===== config.mk =====
export PLATFORM = sky130hd
export DESIGN_NAME = lcabl_front
export DESIGN_NICKNAME = d
export VERILOG_FILES = /design/src/rtl/assert_macros.svh /design/src/rtl/lcabl_pkg.sv /design/src/rtl/lcabl_front.sv
export SDC_FILE = /design/constraint.sdc
export NUM_CORES = 1
export LEC_CHECK = 0
export BUFFER_PORTS_ARGS = -buffer_cell sky130_fd_sc_hd__buf_2
export CAP_MARGIN = 10
export CORE_AREA = 3 3 40 42
export DETAILED_ROUTE_END_ITERATION = 16
export DIE_AREA = 0 0 43 45
export PLACE_DENSITY = 0.66
export SLEW_MARGIN = 5
export SYNTH_ARGS = -nofsm -noshare
export SYNTH_HDL_FRONTEND = slang
export SYNTH_SLANG_ARGS = --single-unit

===== constraint.sdc =====
create_clock -name vclk -period 0.8
set_input_delay 0.08 -clock vclk [all_inputs]
set_output_delay 0.08 -clock vclk [all_outputs]
set_load 0.05 [all_outputs]

===== src/rtl/assert_macros.svh =====
// Assertion macros for the RTL files that check their own logic.
`ifndef ASSERT_MACROS_SVH
`define ASSERT_MACROS_SVH

// Same-cycle implication, sampled on the rising edge of clk, off during reset.
`define ASSERT_IMPL(label, ante, cons, msg) \
  label: assert property (@(posedge clk) disable iff (rst) (ante) |-> (cons)) \
    else $error(msg);

// Next-cycle implication, sampled on the rising edge of clk, off during reset.
`define ASSERT_NEXT(label, ante, cons, msg) \
  label: assert property (@(posedge clk) disable iff (rst) (ante) |=> (cons)) \
    else $error(msg);

`endif


===== src/rtl/lcabl_pkg.sv =====
// Shared types, constants and helpers of the binary-lifting LCA engine.
package lcabl_pkg;

  // Node ids and depths share one fixed field width.
  localparam int NODE_W = 11;
  localparam logic [NODE_W-1:0] DEPTH_MAX = 11'h7FF;

  // Input command codes.
  localparam logic CMD_LOAD  = 1'b0;
  localparam logic CMD_QUERY = 1'b1;

  // Request queue between front and back.
  localparam int QDEPTH = 2;
  localparam int QPTR_W = 1;
  localparam int QCNT_W = 2;

  // Classified operation carried by a queued request.
  typedef enum logic [1:0] {
    OP_LOAD,
    OP_SKIP,
    OP_QUERY
  } op_t;

  typedef struct packed {
    op_t              op;
    logic [NODE_W-1:0] a;
    logic [NODE_W-1:0] b;
  } req_t;

  // Ids above the node count stand for node zero.
  function automatic logic [NODE_W-1:0] clamp_node(input logic [NODE_W-1:0] v,
                                                   input int unsigned max_nodes);
    return (32'(v) > max_nodes) ? '0 : v;
  endfunction

endpackage


===== src/rtl/lcabl_front.sv =====
// Front end: takes input requests, clamps node ids and classifies them.
module lcabl_front import lcabl_pkg::*; #(
  parameter int MAX_NODES = 1024
) (
  input  logic              in_valid,
  output logic              in_stall,
  input  logic              cmd,
  input  logic [NODE_W-1:0] node_a,
  input  logic [NODE_W-1:0] node_b,
  input  logic              q_full,
  output logic              push,
  output req_t              entry
);

  logic [NODE_W-1:0] a_cl;
  logic [NODE_W-1:0] b_cl;

  assign a_cl = clamp_node(node_a, MAX_NODES);
  assign b_cl = clamp_node(node_b, MAX_NODES);

  // Stall only on a full queue.
  assign in_stall = q_full;
  assign push     = in_valid && !q_full;

  // Loads of node zero write nothing and answer zero.
  always_comb begin
    entry.a = a_cl;
    entry.b = b_cl;
    unique case (cmd)
      CMD_QUERY: entry.op = OP_QUERY;
      default:   entry.op = (a_cl == '0) ? OP_SKIP : OP_LOAD;
    endcase
  end

endmodule


==> results of run 1 <==
==> tightest hold or removal path: stages <==
cell     delay [ns]
buf_2          0.11
a21oi_4        0.03
buf_6          0.14
==> cell families (layout without fill, tap and decap cells) <==
| kind of cell | after synthesis | in the layout | share of synthesized area [%] |
|---|---|---|---|
| compound gates | 2 | 2 | 5.29 |
| simple gates | 31 | 31 | 84.6 |
| buf+inv | 5 | 59 | 10.1 |
==> where the power goes <==
part           leakage, nW  total (mW)  switching (mW)  internal (mW)
combinational        0.466       0.653           0.380          0.273
clock                    0           0               0              0
sequential               0           0               0              0
==> repair_timing <==
action,4_1_cts,5_1_grt
resized for setup,34,11
cloned,0,0
buffers inserted,0,0
setup endpoints to repair,16,18
pin swaps,4,0
==> routing by layer <==
| layer | GRT usage [%] | vias up |
|---|---|---|
| met4 | 0 | 0 |
| met5 | 0 | - |
| met3 | 5.18 | 0 |
| li1 | - | 236 |
| met2 | 29.3 | 43 |
| met1 | 12.9 | 208 |
==> final cells by class <==
| class | instances | area, µm² | area share, % |
|---|---|---|---|
| Inverter | 1 | 3.75 | 0.412 |
| Multi-Input combinational cell | 33 | 430 | 47.2 |
| Tap cell | 15 | 18.8 | 2.06 |
| Timing Repair Buffer | 58 | 459 | 50.3 |
==> through the flow <==
| stage | instances | instance area (µm²) | setup TNS [ns] | hold WS [ns] | power [mW] |
|---|---|---|---|---|---|
| 2_1_floorplan | 38 | 440 | -0.280 | 0.212 | 0.400 |
| 6_report | 107 | 912 | -0.644 | 0.445 | 0.653 |
| 5_1_grt | 107 | 912 | -0.791 | 0.456 | 0.684 |
| 3_5_place_dp | 107 | 743 | -1.57 | 0.469 | 0.564 |
| 4_1_cts | 107 | 886 | -0.606 | 0.445 | 0.635 |
| 3_3_place_gp | 107 | 743 | -1.50 | 0.468 | 0.561 |
==> worst max path at each step <==
stage,slack [ns],end,cells after the start
after floorplan,-0.17,entry[22],3
after global placement,-0.37,entry[22],5
after detailed placement,-0.38,entry[22],5
after CTS,-0.27,entry[22],5
after global routing,-0.34,entry[22],5
final,-0.29,entry[22],5
==> layout by cell type, fill, tap and decap left out, types with 2 or more instances in the layout <==
cell / Yosys / routed
buf_2: 0 / 21
buf_8: 0 / 2
clkbuf_4: 0 / 4
nor2b_4: 0 / 19
buf_4: 2 / 17
nor2b_2: 1 / 2
buf_6: 0 / 13
nor4_4: 2 / 4
nor2_1: 3 / 2
==> results.sh, run 1 <==
export IMPL_grt_antenna_before_repair=0
export IMPL_initial_core_util_pct=20.3
export IMPL_yosys_warnings=0
export IMPL_drt_iter0_drc=2
export IMPL_seq_area_frac_synth_pct=0
export IMPL_synth_nets=63
export IMPL_synthTopCellsByArea="nor2b_1, nor4_4, buf_4"
export IMPL_worstMarginPinSlew_ns=0.266
export IMPL_grt_pass1_wl_mm=2.10
export IMPL_fmax_mhz=921
export IMPL_ys_top_cells_by_count="nor2b_1, nor2_1"
export IMPL_core_um2=1280
export IMPL_postCtsHoldBufs=0
export IMPL_end_kind="output port"
export IMPL_hpwl_um=883
export IMPL_setup_ws_ns=-0.286
export IMPL_path_buf_inv=2
export IMPL_ys_types=13
export IMPL_die_h_um=45
export IMPL_fin_nets=119
export IMPL_hold_violations=0
export IMPL_nFillCells=85
export IMPL_drt_wl_total_mm=1.29
export IMPL_power_per_cell_area_nw_per_um2=716
export IMPL_rows=13
export IMPL_min_period_over_period_pct=136
export IMPL_gp_congestion=0.594
export IMPL_synth_most_common_cell="nor2b_1"
export IMPL_critPathMostFrequentCell="buf_6"
export IMPL_utilization_pct=71.0
export IMPL_irDropWorstVdd_v=0.000339
export IMPL_arrival_ns=1.01
export IMPL_area_growth_syn_to_layout_pct=250
export IMPL_p_leak_nw=0.466
export IMPL_violations="negative setup slack"
export IMPL_wl_met2_um=618
export IMPL_worstPathRequired_ns=0.72
export IMPL_outcome="finished with violations"
export IMPL_n_antenna_cell=0
export IMPL_dieArea_um2=1940
export IMPL_rsz0062_at_grt="yes"
export IMPL_wl_per_cell_um=12.1
export IMPL_drtAntennaViolNets=0
export IMPL_path_delay_family="simple AND/OR/NAND/NOR gates"
export IMPL_drv_cap=0
export IMPL_overflow=0
export IMPL_holdCritPathClass="in -> out"
export IMPL_fp_dieW_um=43
export IMPL_grt_usage_pct=13.7
export IMPL_cp_startpoint="node_a[0]"
export IMPL_layout_drive_gt1_share_pct=93.5
export IMPL_max_slew_margin_pct=82.2
export IMPL_syn_inst=38
export IMPL_port_buffers=51
export IMPL_pre_cts_slack_ns=-0.375
export IMPL_nClkBuffers=0
export IMPL_slew_viol_final=0
export IMPL_critPathSlowestCell="nor4_4"
export IMPL_vias_per_cell=4.55
export IMPL_synth_area_per_cell_um2=6.85
export IMPL_synth_top_area_cell="nor2b_1"
export IMPL_whs_path_depth=3
export IMPL_seq_area_um2=0
export IMPL_synth_area_um2=260
export IMPL_crit_fanout=3
export IMPL_crit_chain="buf_6 -> nor4_4 -> nand4_1 -> a21oi_4 -> buf_6"
export IMPL_num_vias=487
export IMPL_slowest_delay_ns=0.32
export IMPL_critPathKind="in -> out"
export IMPL_met1_length_um=425
export IMPL_drc=0
export IMPL_route_met3_wl_um=248
export IMPL_post_route_min_period_ns=1.09
export IMPL_netlist_area_leader_share_pct=48.1
export IMPL_firstDrtPassIters=4
export IMPL_grt_max_degree=11
export IMPL_grt_pass1_vias=505
export IMPL_top_layer="met3"
export IMPL_setup_violations=3
export IMPL_worstHoldEndpoint="entry[22]"
export IMPL_io_pins=51
export IMPL_start_kind="primary input"
export IMPL_hp_start="cmd"
export IMPL_n_sequential_cell=0
No activity file was read; power rests on OpenSTA's default activity.
==> run 2: changes to the inputs <==
==> constraint.sdc (replaced) <==
create_clock -name vclk -period 0.8
set_input_delay 0.04 -clock vclk [all_inputs]
set_output_delay 0.04 -clock vclk [all_outputs]
set_load 0.05 [all_outputs]
==> results.sh, run 2 (synthesis results as in run 1) <==
export IMPL_critPathMostFrequentCell="buf_6"
export IMPL_dieArea_um2=1940
export IMPL_drt_iter0_drc=6
export IMPL_outcome="finished with violations"
export IMPL_setup_ws_ns=-0.190
export IMPL_start_kind="primary input"
export IMPL_final_common_cell="buf_2"
export IMPL_nClkBuffers=0
export IMPL_use_met2_pct=20.4
export IMPL_grt_pass1_wl_mm=1.70
export IMPL_post_route_min_period_ns=0.990
export IMPL_io_pins=51
export IMPL_drc=0
export IMPL_gp_congestion=0.688
export IMPL_grt_pass1_vias=452
export IMPL_fin_total_pwr_mw=0.513
export IMPL_top_usage_layer="met2"
export IMPL_layout_drive_gt1_share_pct=71.9
export IMPL_n_sequential_cell=0
export IMPL_num_vias=463
export IMPL_post_place_cells=103
export IMPL_most_common_layout_cells="buf_2, nor2b_1, buf_6"
export IMPL_fin_nets=116
export IMPL_die_h_um=45
export IMPL_hold_violations=0
export IMPL_sequentialPowerShare_pct=0
export IMPL_wl_per_cell_um=10.9
export IMPL_worstPathRequired_ns=0.76
export IMPL_crit_chain="buf_6 -> nor4_4 -> nand4_1 -> a21oi_4 -> buf_6"
export IMPL_n_antenna_cell=0
export IMPL_seq_area_um2=0
export IMPL_rows=13
export IMPL_swShare_pct=66.5
export IMPL_combPwrFrac_pct=100.0
export IMPL_rsz0062_at_grt="yes"
export IMPL_hpwl_um=855
export IMPL_intPower_mw=0.172
export IMPL_use_met3_pct=5.18
export IMPL_firstDrtPassIters=4
export IMPL_vias_per_cell=4.45
export IMPL_min_period_over_period_pct=124
export IMPL_met1_usage_pct=11.0
export IMPL_setup_violations=3
export IMPL_drt_wl_total_mm=1.13
export IMPL_slowest_delay_ns=0.30
export IMPL_overflow=0
export IMPL_violations="negative setup slack"
export IMPL_whs_path_depth=3
export IMPL_p_leak_nw=0.342
export IMPL_fin_cells=104
export IMPL_irDropWorstVdd_v=0.000384
export IMPL_critPathKind="in -> out"
export IMPL_initial_core_util_pct=20.3
export IMPL_max_slew_margin_pct=83.3
export IMPL_fmax_mhz=1010
export IMPL_drv_cap=0
export IMPL_slew_viol_final=0
export IMPL_grt_usage_pct=10.5
export IMPL_arrival_ns=0.95
export IMPL_area_growth_syn_to_layout_pct=158
export IMPL_drtAntennaViolNets=0
export IMPL_critPathSlowestCell="nor4_4"
export IMPL_fp_dieW_um=43
export IMPL_end_kind="output port"
export IMPL_port_buffers=51
export IMPL_worstMarginPinSlew_ns=0.248
export IMPL_power_per_cell_area_nw_per_um2=764
export IMPL_core_um2=1280
export IMPL_grt_antenna_before_repair=0
export IMPL_crit_fanout=3
export IMPL_grt_max_degree=12
export IMPL_holdCritPathClass="in -> out"
export IMPL_switchingPower_mw=0.341
export IMPL_clockPowerShare_pct=0
-- run 2: cell count changes in the layout (fill, tap and decap cells not counted) --
cell      before  now
clkbuf_4       4    0
buf_2         21   40
buf_6         13    9
buf_12         1    0
nor2b_1        0   19
buf_4         17    4
nor2b_4       19    0
-- run 2: what timing repair did --
action	in CTS	in global routing
hold buffers	0	0
setup endpoints to repair	3	3
endpoints found under the hold margin	0	0
gates resized for setup	15	6
setup buffers	1	0
pin swaps	7	3
-- run 2: power groups by stage --
stage / Sequential (mW) / Combinational (mW) / Clock [mW]
floorplan: 0 / 0.313 / 0
global placement: 0 / 0.458 / 0
detailed placement: 0 / 0.461 / 0
CTS: 0 / 0.493 / 0
global route: 0 / 0.538 / 0
finish: 0 / 0.513 / 0
-- run 2: cell type report --
class	instances	area, µm²
Fill cell	117	613
Inverter	1	3.75
Multi-Input combinational cell	33	288
Tap cell	15	18.8
Timing Repair Buffer	55	362
-- run 2: per-layer routing --
| metal | share of wire, % | up-vias |
|---|---|---|
| li1 | - | 228 |
| met2 | 40 | 51 |
| met1 | 36 | 184 |
| met3 | 23 | 0 |
| met5 | 0 | - |
| met4 | 0 | 0 |
-- run 2: metrics by stage --
| stage | TNS [ns] | area, µm² | hold WS [ns] | worst slack [ns] | utilization, % |
|---|---|---|---|---|---|
| 3_5_place_dp | -0.673 | 557 | 0.390 | -0.320 | 43.3 |
| 3_3_place_gp | -0.698 | 557 | 0.382 | -0.327 | 43.3 |
| 2_1_floorplan | -3.28 | 283 | 0.132 | -0.189 | - |
| 4_1_cts | -0.333 | 637 | 0.365 | -0.184 | 49.6 |
| 5_1_grt | -0.501 | 672 | 0.379 | -0.251 | 52.3 |
| 6_report | -0.347 | 672 | 0.365 | -0.190 | 52.3 |
-- run 2: worst paths after layout --
path,to,slack [ns],startpoint
setup / recovery,entry[22],-0.19,node_a[3]
hold / removal,entry[22],0.36,cmd
-- run 2: worst max-delay path: cells and delay by family --
family,cells,cell delay [ns]
buffers and inverters,2,0.27
AND/OR/NAND/NOR,2,0.48
AO/OA/AOI/OAI,1,0.16
